**src/hdl/rar_pkg.sv**
```systemverilog
// shared types and constants of the rational arithmetic reduce unit
// no dependencies
package rar_pkg;

  localparam int PART_W = 16;       // width of one input numerator or denominator
  localparam int PROD_W = 2 * PART_W + 2;  // signed raw numerator width
  localparam int MAG_W  = 2 * PART_W;  // magnitude and denominator width
  localparam int RNUM_W = MAG_W + 1;   // result numerator width
  localparam int CNT_W  = $clog2(MAG_W);
  localparam int SH_W   = $clog2(MAG_W) + 1;

  localparam logic [1:0] ACT_ADD = 2'd0;
  localparam logic [1:0] ACT_SUB = 2'd1;
  localparam logic [1:0] ACT_MUL = 2'd2;
  localparam logic [1:0] ACT_DIV = 2'd3;

  typedef enum logic [3:0] {
    ST_IDLE, ST_MUL0, ST_MUL1, ST_MUL2, ST_PREP, ST_GCD, ST_DIVN, ST_DIVD, ST_FIN
  } state_t;

  typedef enum logic [3:0] {
    OP_NONE, OP_LOAD, OP_MUL0, OP_MUL1, OP_MUL2, OP_PREP, OP_GCD, OP_DIVN, OP_DIVD
  } op_t;

  typedef struct packed {
    op_t  op;
    logic out_load;
  } ctrl_t;

  typedef struct packed {
    logic skip;
    logic gcd_eq;
    logic cnt_last;
  } stat_t;

endpackage

```
**src/hdl/rar_if.sv**
```systemverilog
// item channels of the rational arithmetic reduce unit
// depends on rar_pkg
interface rar_in_if import rar_pkg::*; ();
  logic                     valid;
  logic                     ready;
  logic [1:0]               action;
  logic signed [PART_W-1:0] a_num;
  logic [PART_W-1:0]        a_den;
  logic signed [PART_W-1:0] b_num;
  logic [PART_W-1:0]        b_den;

  modport source (output valid, action, a_num, a_den, b_num, b_den, input ready);
  modport sink (input valid, action, a_num, a_den, b_num, b_den, output ready);
endinterface

interface rar_out_if import rar_pkg::*; ();
  logic                     valid;
  logic                     ready;
  logic signed [RNUM_W-1:0] res_num;
  logic [MAG_W-1:0]         res_den;
  logic                     status;

  modport source (output valid, res_num, res_den, status, input ready);
  modport sink (input valid, res_num, res_den, status, output ready);
endinterface

```
**src/hdl/rar_seq.sv**
```systemverilog
// sequencer: steps one item through multiply, gcd and divide phases
// depends on rar_pkg
module rar_seq import rar_pkg::*; (
  input  logic  clk,
  input  logic  rst_n,
  input  logic  in_valid,
  output logic  in_ready,
  output logic  out_valid,
  input  logic  out_ready,
  input  stat_t stat,
  output ctrl_t ctrl
);

  state_t state_r, state_nxt;
  logic   out_valid_r, out_valid_nxt;

  // next state
  always_comb begin
    state_nxt = state_r;
    case (state_r)
      ST_IDLE: if (in_valid) state_nxt = ST_MUL0;
      ST_MUL0: state_nxt = ST_MUL1;
      ST_MUL1: state_nxt = ST_MUL2;
      ST_MUL2: state_nxt = ST_PREP;
      ST_PREP: state_nxt = stat.skip ? ST_FIN : ST_GCD;
      ST_GCD:  if (stat.gcd_eq) state_nxt = ST_DIVN;
      ST_DIVN: if (stat.cnt_last) state_nxt = ST_DIVD;
      ST_DIVD: if (stat.cnt_last) state_nxt = ST_FIN;
      ST_FIN:  if (!out_valid_r || out_ready) state_nxt = ST_IDLE;
      default: state_nxt = ST_IDLE;
    endcase
  end

  // outputs
  always_comb begin
    ctrl.op       = OP_NONE;
    ctrl.out_load = 1'b0;
    in_ready      = 1'b0;
    case (state_r)
      ST_IDLE: begin
        in_ready = 1'b1;
        if (in_valid) ctrl.op = OP_LOAD;
      end
      ST_MUL0: ctrl.op = OP_MUL0;
      ST_MUL1: ctrl.op = OP_MUL1;
      ST_MUL2: ctrl.op = OP_MUL2;
      ST_PREP: ctrl.op = OP_PREP;
      ST_GCD:  ctrl.op = OP_GCD;
      ST_DIVN: ctrl.op = OP_DIVN;
      ST_DIVD: ctrl.op = OP_DIVD;
      ST_FIN:  ctrl.out_load = !out_valid_r || out_ready;
      default: ctrl.op = OP_NONE;
    endcase
  end

  // output valid flag
  always_comb begin
    out_valid_nxt = out_valid_r;
    if (ctrl.out_load) out_valid_nxt = 1'b1;
    else if (out_ready) out_valid_nxt = 1'b0;
  end

  assign out_valid = out_valid_r;

  always_ff @(posedge clk) begin
    if (!rst_n) begin
      state_r     <= ST_IDLE;
      out_valid_r <= 1'b0;
    end else begin
      state_r     <= state_nxt;
      out_valid_r <= out_valid_nxt;
    end
  end

endmodule

```
**src/hdl/rar_dp.sv**
```systemverilog
// datapath: shared multiplier, shared subtractor, gcd and divider registers
// depends on rar_pkg
module rar_dp import rar_pkg::*; (
  input  logic                     clk,
  input  ctrl_t                    ctrl,
  input  logic [1:0]               action,
  input  logic signed [PART_W-1:0] a_num,
  input  logic [PART_W-1:0]        a_den,
  input  logic signed [PART_W-1:0] b_num,
  input  logic [PART_W-1:0]        b_den,
  output stat_t                    stat,
  output logic signed [RNUM_W-1:0] res_num,
  output logic [MAG_W-1:0]         res_den,
  output logic                     status
);

  logic [1:0]               act_r;
  logic signed [PART_W-1:0] an_r, bn_r;
  logic [PART_W-1:0]        ad_r, bd_r;
  logic signed [PROD_W-1:0] p1_r, num_r;
  logic [MAG_W-1:0]         den_r, x_r, y_r, mag_r, q_r;
  logic [MAG_W-1:0]         rem_r;
  logic [SH_W-1:0]          k_r;
  logic [CNT_W-1:0]         cnt_r;
  logic                     neg_r;
  logic signed [RNUM_W-1:0] res_num_r;
  logic [MAG_W-1:0]         res_den_r;
  logic                     status_r;

  logic signed [PART_W:0]   ma, mb;
  logic signed [PROD_W-1:0] prod;
  logic [PART_W-1:0]        bn_abs;
  logic [MAG_W:0]           sub_a, sub_b, rem_sh;
  logic [MAG_W+1:0]         diff;
  logic                     borrow;
  logic [MAG_W-1:0]         q_nxt, mag;
  logic [MAG_W-1:0]         rem_nxt;
  logic signed [PROD_W-1:0] num_neg;
  logic [PROD_W-1:0]        q_ext;
  logic                     div_zero;

  assign bn_abs = bn_r[PART_W-1] ? PART_W'(-bn_r) : bn_r;

  // shared multiplier operand select
  always_comb begin
    case (ctrl.op)
      OP_MUL0: begin
        ma = {1'b0, ad_r};
        mb = (act_r == ACT_DIV) ? {1'b0, bn_abs} : {1'b0, bd_r};
      end
      OP_MUL1: begin
        ma = {an_r[PART_W-1], an_r};
        mb = (act_r == ACT_MUL) ? {bn_r[PART_W-1], bn_r} : {1'b0, bd_r};
      end
      default: begin
        ma = {1'b0, ad_r};
        mb = {bn_r[PART_W-1], bn_r};
      end
    endcase
  end

  // operands sign-extended to the full product width
  assign prod = PROD_W'(ma) * PROD_W'(mb);

  // shared subtractor: gcd compare or divider trial subtract
  assign rem_sh = {rem_r, q_r[MAG_W-1]};
  always_comb begin
    if (ctrl.op == OP_GCD) begin
      sub_a = {1'b0, x_r};
      sub_b = {1'b0, y_r};
    end else begin
      sub_a = rem_sh;
      sub_b = {1'b0, x_r};
    end
  end
  assign diff   = {1'b0, sub_a} - {1'b0, sub_b};
  assign borrow = diff[MAG_W+1];

  // divider step, the remainder always stays below the divisor
  assign rem_nxt = borrow ? rem_sh[MAG_W-1:0] : diff[MAG_W-1:0];
  assign q_nxt   = {q_r[MAG_W-2:0], !borrow};
  assign q_ext   = {2'b00, q_nxt};

  // sign handling of the raw numerator
  assign num_neg  = PROD_W'(0) - num_r;
  assign mag      = num_r[PROD_W-1] ? num_neg[MAG_W-1:0] : num_r[MAG_W-1:0];
  assign div_zero = (act_r == ACT_DIV) && (bn_r == '0);

  assign stat.skip     = div_zero || (num_r == '0) || (den_r == '0);
  assign stat.gcd_eq   = (x_r == y_r);
  assign stat.cnt_last = (cnt_r == CNT_W'(MAG_W - 1));

  // working registers
  always_ff @(posedge clk) begin
    case (ctrl.op)
      OP_LOAD: begin
        act_r <= action;
        an_r  <= a_num;
        ad_r  <= a_den;
        bn_r  <= b_num;
        bd_r  <= b_den;
      end
      OP_MUL0: den_r <= prod[MAG_W-1:0];
      OP_MUL1: p1_r <= prod;
      OP_MUL2: begin
        case (act_r)
          ACT_ADD: num_r <= p1_r + prod;
          ACT_SUB: num_r <= p1_r - prod;
          ACT_MUL: num_r <= p1_r;
          default: num_r <= bn_r[PART_W-1] ? PROD_W'(0) - p1_r : p1_r;
        endcase
      end
      OP_PREP: begin
        x_r   <= mag;
        y_r   <= den_r;
        mag_r <= mag;
        neg_r <= num_r[PROD_W-1];
        k_r   <= '0;
      end
      OP_GCD: begin
        // binary gcd: strip common twos, strip single twos, subtract or swap odd pairs
        if (x_r == y_r) begin
          q_r   <= mag_r >> k_r;
          rem_r <= '0;
          cnt_r <= '0;
        end else if (!x_r[0] && !y_r[0]) begin
          x_r <= x_r >> 1;
          y_r <= y_r >> 1;
          k_r <= k_r + SH_W'(1);
        end else if (!x_r[0]) begin
          x_r <= x_r >> 1;
        end else if (!y_r[0]) begin
          y_r <= y_r >> 1;
        end else if (!borrow) begin
          x_r <= diff[MAG_W-1:0];
        end else begin
          x_r <= y_r;
          y_r <= x_r;
        end
      end
      OP_DIVN: begin
        cnt_r <= cnt_r + CNT_W'(1);
        if (stat.cnt_last) begin
          num_r <= neg_r ? PROD_W'(0) - q_ext : q_ext;
          q_r   <= den_r >> k_r;
          rem_r <= '0;
        end else begin
          rem_r <= rem_nxt;
          q_r   <= q_nxt;
        end
      end
      OP_DIVD: begin
        rem_r <= rem_nxt;
        q_r   <= q_nxt;
        cnt_r <= cnt_r + CNT_W'(1);
        if (stat.cnt_last) den_r <= q_nxt;
      end
      default: ;
    endcase
  end

  // output register
  always_ff @(posedge clk) begin
    if (ctrl.out_load) begin
      res_num_r <= num_r[RNUM_W-1:0];
      res_den_r <= den_r;
      status_r  <= div_zero;
    end
  end

  assign res_num = res_num_r;
  assign res_den = res_den_r;
  assign status  = status_r;

endmodule

```
**src/hdl/rational_arithmetic_reduce_unit.sv**
```systemverilog
// top level of the rational arithmetic reduce unit
// depends on rar_pkg, rar_if, rar_seq and rar_dp
//
//   channel   dir   handshake      payload
//   in_if     in    valid/ready    action, a_num, a_den, b_num, b_den
//   out_if    out   valid/ready    res_num, res_den, status
//
// one item at a time: the item is accepted, multiplied in MUL0, MUL1 and
// MUL2 on the shared 17x17 multiplier and set up in PREP, then a binary gcd
// runs on the shared subtractor (a shift, subtract or swap per step) and two
// restoring divisions run on the same subtractor; zero numerator, zero
// denominator or divide by zero skip gcd and division. a finished result
// sits in the output register, so the next item is accepted while it waits.
// reset is synchronous, active low
module rational_arithmetic_reduce_unit import rar_pkg::*; (
  input logic      clk,
  input logic      rst_n,
  rar_in_if.sink   in_if,
  rar_out_if.source out_if
);

  ctrl_t ctrl;
  stat_t stat;

  // sequencer
  rar_seq u_seq (
    .clk       (clk),
    .rst_n     (rst_n),
    .in_valid  (in_if.valid),
    .in_ready  (in_if.ready),
    .out_valid (out_if.valid),
    .out_ready (out_if.ready),
    .stat      (stat),
    .ctrl      (ctrl)
  );

  // datapath
  rar_dp u_dp (
    .clk     (clk),
    .ctrl    (ctrl),
    .action  (in_if.action),
    .a_num   (in_if.a_num),
    .a_den   (in_if.a_den),
    .b_num   (in_if.b_num),
    .b_den   (in_if.b_den),
    .stat    (stat),
    .res_num (out_if.res_num),
    .res_den (out_if.res_den),
    .status  (out_if.status)
  );

endmodule

```
**src/flat_wrapper.sv**
```systemverilog
// flat-port wrapper written by rule: the top's interface ports become plain ports
module rational_arithmetic_reduce_unit_flat import rar_pkg::*;
  (clk, rst_n, in_if_valid, in_if_action, in_if_a_num, in_if_a_den, in_if_b_num, in_if_b_den, in_if_ready, out_if_valid, out_if_res_num, out_if_res_den, out_if_status, out_if_ready);
  rar_in_if in_if_i ();
  rar_out_if out_if_i ();
  input logic clk;
  input logic rst_n;
  input wire logic [$bits(in_if_i.valid)-1:0] in_if_valid;
  input wire logic [$bits(in_if_i.action)-1:0] in_if_action;
  input wire logic [$bits(in_if_i.a_num)-1:0] in_if_a_num;
  input wire logic [$bits(in_if_i.a_den)-1:0] in_if_a_den;
  input wire logic [$bits(in_if_i.b_num)-1:0] in_if_b_num;
  input wire logic [$bits(in_if_i.b_den)-1:0] in_if_b_den;
  output wire logic [$bits(in_if_i.ready)-1:0] in_if_ready;
  output wire logic [$bits(out_if_i.valid)-1:0] out_if_valid;
  output wire logic [$bits(out_if_i.res_num)-1:0] out_if_res_num;
  output wire logic [$bits(out_if_i.res_den)-1:0] out_if_res_den;
  output wire logic [$bits(out_if_i.status)-1:0] out_if_status;
  input wire logic [$bits(out_if_i.ready)-1:0] out_if_ready;
  assign in_if_i.valid = in_if_valid;
  assign in_if_i.action = in_if_action;
  assign in_if_i.a_num = in_if_a_num;
  assign in_if_i.a_den = in_if_a_den;
  assign in_if_i.b_num = in_if_b_num;
  assign in_if_i.b_den = in_if_b_den;
  assign in_if_ready = in_if_i.ready;
  assign out_if_valid = out_if_i.valid;
  assign out_if_res_num = out_if_i.res_num;
  assign out_if_res_den = out_if_i.res_den;
  assign out_if_status = out_if_i.status;
  assign out_if_i.ready = out_if_ready;
  rational_arithmetic_reduce_unit u_core (.clk(clk), .rst_n(rst_n), .in_if(in_if_i), .out_if(out_if_i));
endmodule
```
**config.mk**
```make
export PLATFORM = sky130hd
export DESIGN_NAME = rational_arithmetic_reduce_unit_flat
export DESIGN_NICKNAME = d
export VERILOG_FILES = /design/src/hdl/rar_pkg.sv /design/src/hdl/rar_if.sv /design/src/hdl/rar_seq.sv /design/src/hdl/rar_dp.sv /design/src/hdl/rational_arithmetic_reduce_unit.sv /design/src/flat_wrapper.sv
export SDC_FILE = /design/constraint.sdc
export NUM_CORES = 2
export LEC_CHECK = 0
export BUFFER_PORTS_ARGS = -buffer_cell sky130_fd_sc_hd__buf_2
export CAP_MARGIN = 15
export CORE_MARGIN = 10
export CORE_UTILIZATION = 55
export DETAILED_ROUTE_END_ITERATION = 8
export PLACE_DENSITY = 0.83
export SYNTH_ARGS = -nofsm -noshare
export SYNTH_HDL_FRONTEND = slang
export SYNTH_SLANG_ARGS = --single-unit
```
**constraint.sdc**
```tcl
create_clock -name clk -period 13.75 [get_ports clk]
set_input_delay 2.75 -clock clk [delete_from_list [all_inputs] [get_ports clk]]
set_output_delay 2.75 -clock clk [all_outputs]
set_load 0.03 [all_outputs]
```
# Word level (Yosys, flattened, before mapping)
# Cells that the tools add are included.
[word_totals] wordCells=152 out_inout_bits=68 register_bits=409 in_bits=70
[classes] eq_ne=34 n_addsub=9 n_mux=52 mul=1 reduce_logical=31 n_shift=2
[op_table] cell="32-bit 2-to-1 mux" n=18
[op_table] cell="32-bit one-hot mux with 2 select lines" n=3
[op_table] cell="32-bit one-hot mux with 3 select lines" n=2
[op_table] cell="34-bit 2-to-1 mux" n=3
[op_table] cell="34-bit one-hot mux with 3 select lines" n=1
[op_table] cell="34-bit one-hot mux with 2 select lines" n=1
[op_table] cell="32-bit by 6-bit >> shifter with 32-bit output" n=2
[op_table] cell="4-bit one-hot mux with 9 select lines" n=1
[op_table] cell="34-bit adder" n=1
[op_table] cell="34-bit zero test" n=1
[op_table] cell="17-bit by 17-bit multiplier with 34-bit output" n=1
[op_table] cell="17-bit 2-to-1 mux" n=2
[op_table] cell="17-bit one-hot mux with 2 select lines" n=1
[op_table] cell="1-bit by 34-bit subtractor with 34-bit output, first input constant" n=1
[op_table] cell="33-bit by 33-bit subtractor with 34-bit output" n=1
[op_table] cell="34-bit subtractor" n=1
[op_table] cell="33-bit 2-to-1 mux" n=1
[op_table] cell="1-bit by 32-bit subtractor with 33-bit output, first input constant" n=1
[op_table] cell="32-bit equality test" n=1
[op_table] cell="4-bit by 3-bit equality test with 1-bit output, second input constant" n=8
[op_table] cell="32-bit zero test" n=1
[op_table] cell="16-bit 2-to-1 mux" n=2
[op_table] cell="4-bit one-hot mux with 8 select lines" n=1
[op_table] cell="1-bit by 32-bit subtractor with 32-bit output, first input constant" n=1
[op_table] cell="other kinds (32)" n=73

# Longest topological paths before layout
[logic_depth] ltp_word=11 mapped_depth=48 depth_no_buf=45

# Cells and area by module
# Synthesis repeated with hierarchy kept, for this count alone.
[unflattened] hier_cells=3931 area_unflattened_um2=37603.6
[modules_own_cells] module="rar_dp" area_per_inst_um2=37227.0 seq_area_each_um2=12131.6 cells_each=3883 n_inst=1
[modules_own_cells] module="rar_seq" area_per_inst_um2=376.6 seq_area_each_um2=100.1 cells_each=48 n_inst=1

# Least setup slack after synthesis
# OpenSTA, ideal clock, no wires.
[synth_path] kind="input-to-reg" start="input in_if_valid" end="register u_core.u_dp.num_r[33] (data pin)" required_time_ns=13.480 setup_ns=0.270 path_buffers=2 arrival_ns=12.264 stages=42 setup_slack_ns=1.217 path_cell_list="nor3_1 or3_1 mux2_2 a22oi_1 clkbuf_1 nand2_1 and3_1 a21oi_1 nand2_1 fa_1 fa_1 fa_1 fa_1 inv_1 fa_1 inv_1 fa_1 inv_1 [6 not listed] xnor2_1 nand3_1 nor3_1 nand3b_1 or2_1 o21ai_0 xor2_1 ha_1 and3_1 o21ai_0 o41ai_1 o21ai_0 nand2b_1 nand2_1 or2_2 a311oi_1 xnor2_1 a21oi_1"
[synth_between] elab_chain_len=10 word_cells_on_any_way=21 cone_classes="4 x add/sub; 1 x mul; 5 x eq/ne; 10 x mux; 1 x reduce/logical"
[synth_lines] element="from (decl)" line="flat_wrapper.sv:8" rtl="input wire logic [$bits(in_if_i.valid)-1:0] in_if_valid;"
[synth_lines] element="1-bit 2-to-1 mux (*)" line="rar_seq.sv:42" rtl="if (in_valid) ctrl.op = OP_LOAD;"
[synth_lines] element="4-bit one-hot mux with 8 select lines (*)" line="rar_seq.sv:39" rtl="case (state_r)"
[synth_lines] element="branches (longest 7 deep; another with 17-bit by 17-bit multiplier with 34-bit output)"
[synth_lines] element="34-bit one-hot mux with 2 select lines (*)" line="rar_dp.sv:95" rtl="case (ctrl.op)"
[synth_lines] element="to (signal assigned)" line="rar_dp.sv:107" rtl="ACT_ADD: num_r <= p1_r + prod;"
[synth_lines] element="to (signal assigned)" line="rar_dp.sv:108" rtl="ACT_SUB: num_r <= p1_r - prod;"
[synth_lines] element="to (signal assigned)" line="rar_dp.sv:144" rtl="num_r <= neg_r ? PROD_W'(0) - q_ext : q_ext;"
[synth_lines] element="to (decl)" line="rar_dp.sv:20" rtl="logic signed [PROD_W-1:0] p1_r, num_r;"
# Mark *: on every way between the ends. The select of a mux whose other input is x is not followed.
# A chain may end at the register's enable or synchronous reset.

# Worst setup path in the final report
# Same ends and word-level chain as after synthesis.

==> impl_results.md <==
* Status: finished clean
* Final hold violation count at 0
* YS warnings at 0
* Min-delay src: u_core.u_dp.num_r[32]
* Global Route Usage Sum at 30.3%
* Largest family of logic cells by synthesized area: adder cells
* Area Growth Syn to Fin at 8.61%
* Final period util at 93.5%
* DR iter-0 viols at 3,638
* Final HPWL DP at 93,200 um
* Post-Syn Instances at 4,023
* Tightest Hold Check Type: reg -> reg
* First-pass GRT wire length at 186,000 um
* H-tree depth at 2
* Commonest cells after routing, fill and taps aside: nand2_1, edfxtp_1, inv_1, nor2_1, fa_1
* Critical path class: in -> reg
* Final Max Tran Viols at 0
* Core area at 68,500 um^2
* Cell variety after synth at 95
* Register-to-Register Setup Slack at 1820 ps
* Post-synthesis mux area share at 5.83%
* Setup Buffers After CTS at 0
* Routed wire per std cell at 24.1 um
* Overflow after GRT at 0
* Root buf cell: clkbuf_16
* CTS buffer count at 47
* Most common cell after layout, fill and taps aside: nand2_1
* Crit-path slowest cell: fa_1
* Largest net degree at the start of global routing at 77
* Net Count, Synth at 4,551
* Max Fanout on Critical Path at 10
* Post-route setup TNS at 0 ps
* FF+latch count, synth at 409
* Startpoint Class: input port
* CTS Buffer Depth at 3
* # Max-Cap Violations at 0
* Post-CTS Resized at 0
* Die Span X at 283 um
* Synth Area in XOR/XNOR at 5.70%
* FF-to-FF Start: u_core.u_seq.state_r[2]
* Post-synth EDFFs at 404
* DRC violations left at 0
* I/O pin count at 138
* Initial core utilization at 55.5%
* IO buf count at 137
* Vias in the first global route at 31,700
* Post-Synth Simple-Gate Area at 15.2%
* Clk_lat worst skew at 630 ps
* GP Congestion at 0.984
* Clk_skew at 19.9 ps
* Least-Margin Pin Slew at 1230 ps
* Max Clock Freq at 77.8 MHz
* Hold-fix buffers at CTS at 0
* Crit-path most repeated cell: fa_1
* Total Wirelength at 121,000 um
* Final setup fails at 0
* Final ANT Viol Nets at 0
* Post-layout min period at 12,860 ps
* CP arrival at 13,200 ps
* Compound-Gate Fraction of Synth Area at 14.4%
* DR vias/cell at 6.30
* CTS tree: built
* DR vias at 31,600
* Cell count after placement at 4,927
* Crit path launch: in_if_valid
* Post-layout nets at 4,623
* Sequential element share of the synthesized area at 32.2%
* Worst r2r dst: u_core.u_dp.num_r[33]
* WP data required at 14,090 ps
* Synth Flop Type: edfxtp_1
* Slew Limit Headroom at 18.1%
* Synth Cell Area at 38,000 um^2
* Standard-cell rows at 96
* Asr flop ratio synth at 0%
* Share of layout cells above drive strength 1 at 9.59%
* Syn Area/Cell at 9.44 um^2
* Largest stage delay, worst path at 580 ps
* Post-Synth Adder-Cell Area at 21.0%
* Worst Setup EP: u_core.u_dp.num_r[33]
* Drt pass-1 iters at 6
* Die H at 283 um
* Worst-path clk slew at 60 ps
* Crit. End Element: flop
* Antenna violations before repair at 0
* Clock sinks at 409
* RSZ-0062 raised after global routing: no
* DIE AREA at 79,900 um^2
* R2R depth at 40
* Non-filler instance count after layout at 5,013
-- cell usage after synthesis (12+ instances only) --
cell / number / area share [%]
nand2_1: 566 / 5.6
edfxtp_1: 404 / 32
inv_1: 369 / 3.6
nor2_1: 362 / 3.6
fa_1: 298 / 16
a21oi_1: 256 / 3.4
o21ai_0: 221 / 2.9
clkbuf_1: 163 / 1.6
ha_1: 160 / 5.3
xnor2_1: 157 / 3.6
mux2i_1: 122 / 3.2
xor2_1: 90 / 2.1
nor3_1: 62 / 0.82
a21o_1: 52 / 1.0
a211oi_1: 50 / 0.99
nand3_1: 50 / 0.66
o31ai_1: 42 / 0.83
and2_1: 40 / 0.66
nand2b_1: 39 / 0.64
and3_1: 31 / 0.51
mux2_2: 31 / 0.92
or3_1: 31 / 0.51
mux4_2: 28 / 1.7
o22ai_1: 28 / 0.46
a22oi_1: 27 / 0.53
nor2b_1: 24 / 0.40
o21a_1: 24 / 0.47
nand4_1: 20 / 0.33
nor4_1: 20 / 0.33
a31oi_1: 18 / 0.30
a21boi_0: 16 / 0.32
a311oi_1: 16 / 0.37
buf_1: 15 / 0.15
o211ai_1: 12 / 0.24
or2_2: 12 / 0.20
-- registers in the layout, indices dropped and copies added, names as in the netlist, 2 cells and up --
name and count:
u_core.u_dp.bd_r 16, u_core.u_dp.res_den 32, u_core.u_dp.mag_r 32, u_core.u_dp.q_r 32, u_core.u_seq.state_r 4, u_core.u_dp.num_r 34
u_core.u_dp.k_r 6, u_core.u_dp.p1_r 34, u_core.u_dp.cnt_r 5, u_core.u_dp.bn_r 16, u_core.u_dp.y_r 32, u_core.u_dp.rem_r 32
u_core.u_dp.an_r 16, u_core.u_dp.act_r 2, u_core.u_dp.x_r 32, u_core.u_dp.res_num 33, u_core.u_dp.ad_r 16, u_core.u_dp.den_r 32
-- per-stage QoR --
stage / hold slack (ps) / setup WS (ps) / instance area [um^2] / util, %
floorplan: 427 / 1220 / 38000 / -
global placement: 516 / 611 / 39700 / 57.9
detailed placement: 523 / 359 / 39700 / 57.9
CTS: 531 / 1020 / 41200 / 60.2
global route: 534 / 114 / 41200 / 60.2
finish: 525 / 889 / 41200 / 60.2
-- layout make-up --
cell class / count / area, um^2
diodes: 1 / 2.50
clock buffers: 59 / 1240
clock inverters: 25 / 300
fillers: 5825 / 27200
inverters: 372 / 1400
multi-input cells: 3053 / 23700
flip-flops and latches: 409 / 12200
well taps: 882 / 1100
repair buffers: 212 / 1270
-- worst max-delay path: cells and delay by family --
family,cells,cell delay [ps]
multiplexers,1,270
AND/OR/NAND/NOR,12,2440
AO/OA/AOI/OAI,13,2750
buffers and inverters,5,510
XOR/XNOR,3,610
adder cells (fa/ha/maj),8,3850
-- layer usage --
| layer | GRT usage, % | vias to the layer above | wire [um] |
|---|---|---|---|
| met5 | 0 | - | 0 |
| met4 | 19.2 | 0 | 8660 |
| met3 | 5.02 | 385 | 10300 |
| met2 | 50.2 | 1783 | 57200 |
| met1 | 36.5 | 15300 | 44700 |
| li1 | - | 14100 | - |
-- worst min path at each step --
stage	to	slack (ps)	depth (start not counted)
floorplan	u_core.u_dp.res_num[32]	430	0
global placement	u_core.u_dp.res_num[32]	520	0
finish	u_core.u_dp.res_num[32]	530	0
global route	u_core.u_dp.res_num[32]	530	0
detailed placement	u_core.u_dp.res_num[32]	520	0
CTS	u_core.u_dp.res_num[12]	530	0
-- cells by family after synthesis --
group                    after synthesis
multiplexers                         182
buffers and inverters                561
adder cells (fa/ha/maj)              458
AND/OR/NAND/NOR                     1300
XOR/XNOR                             247
flip-flops                           409
AO/OA/AOI/OAI                        866
Power is left out: the tool's default activity adds up to more than one toggle a clock period on the data nets, which glitch-free logic cannot reach.
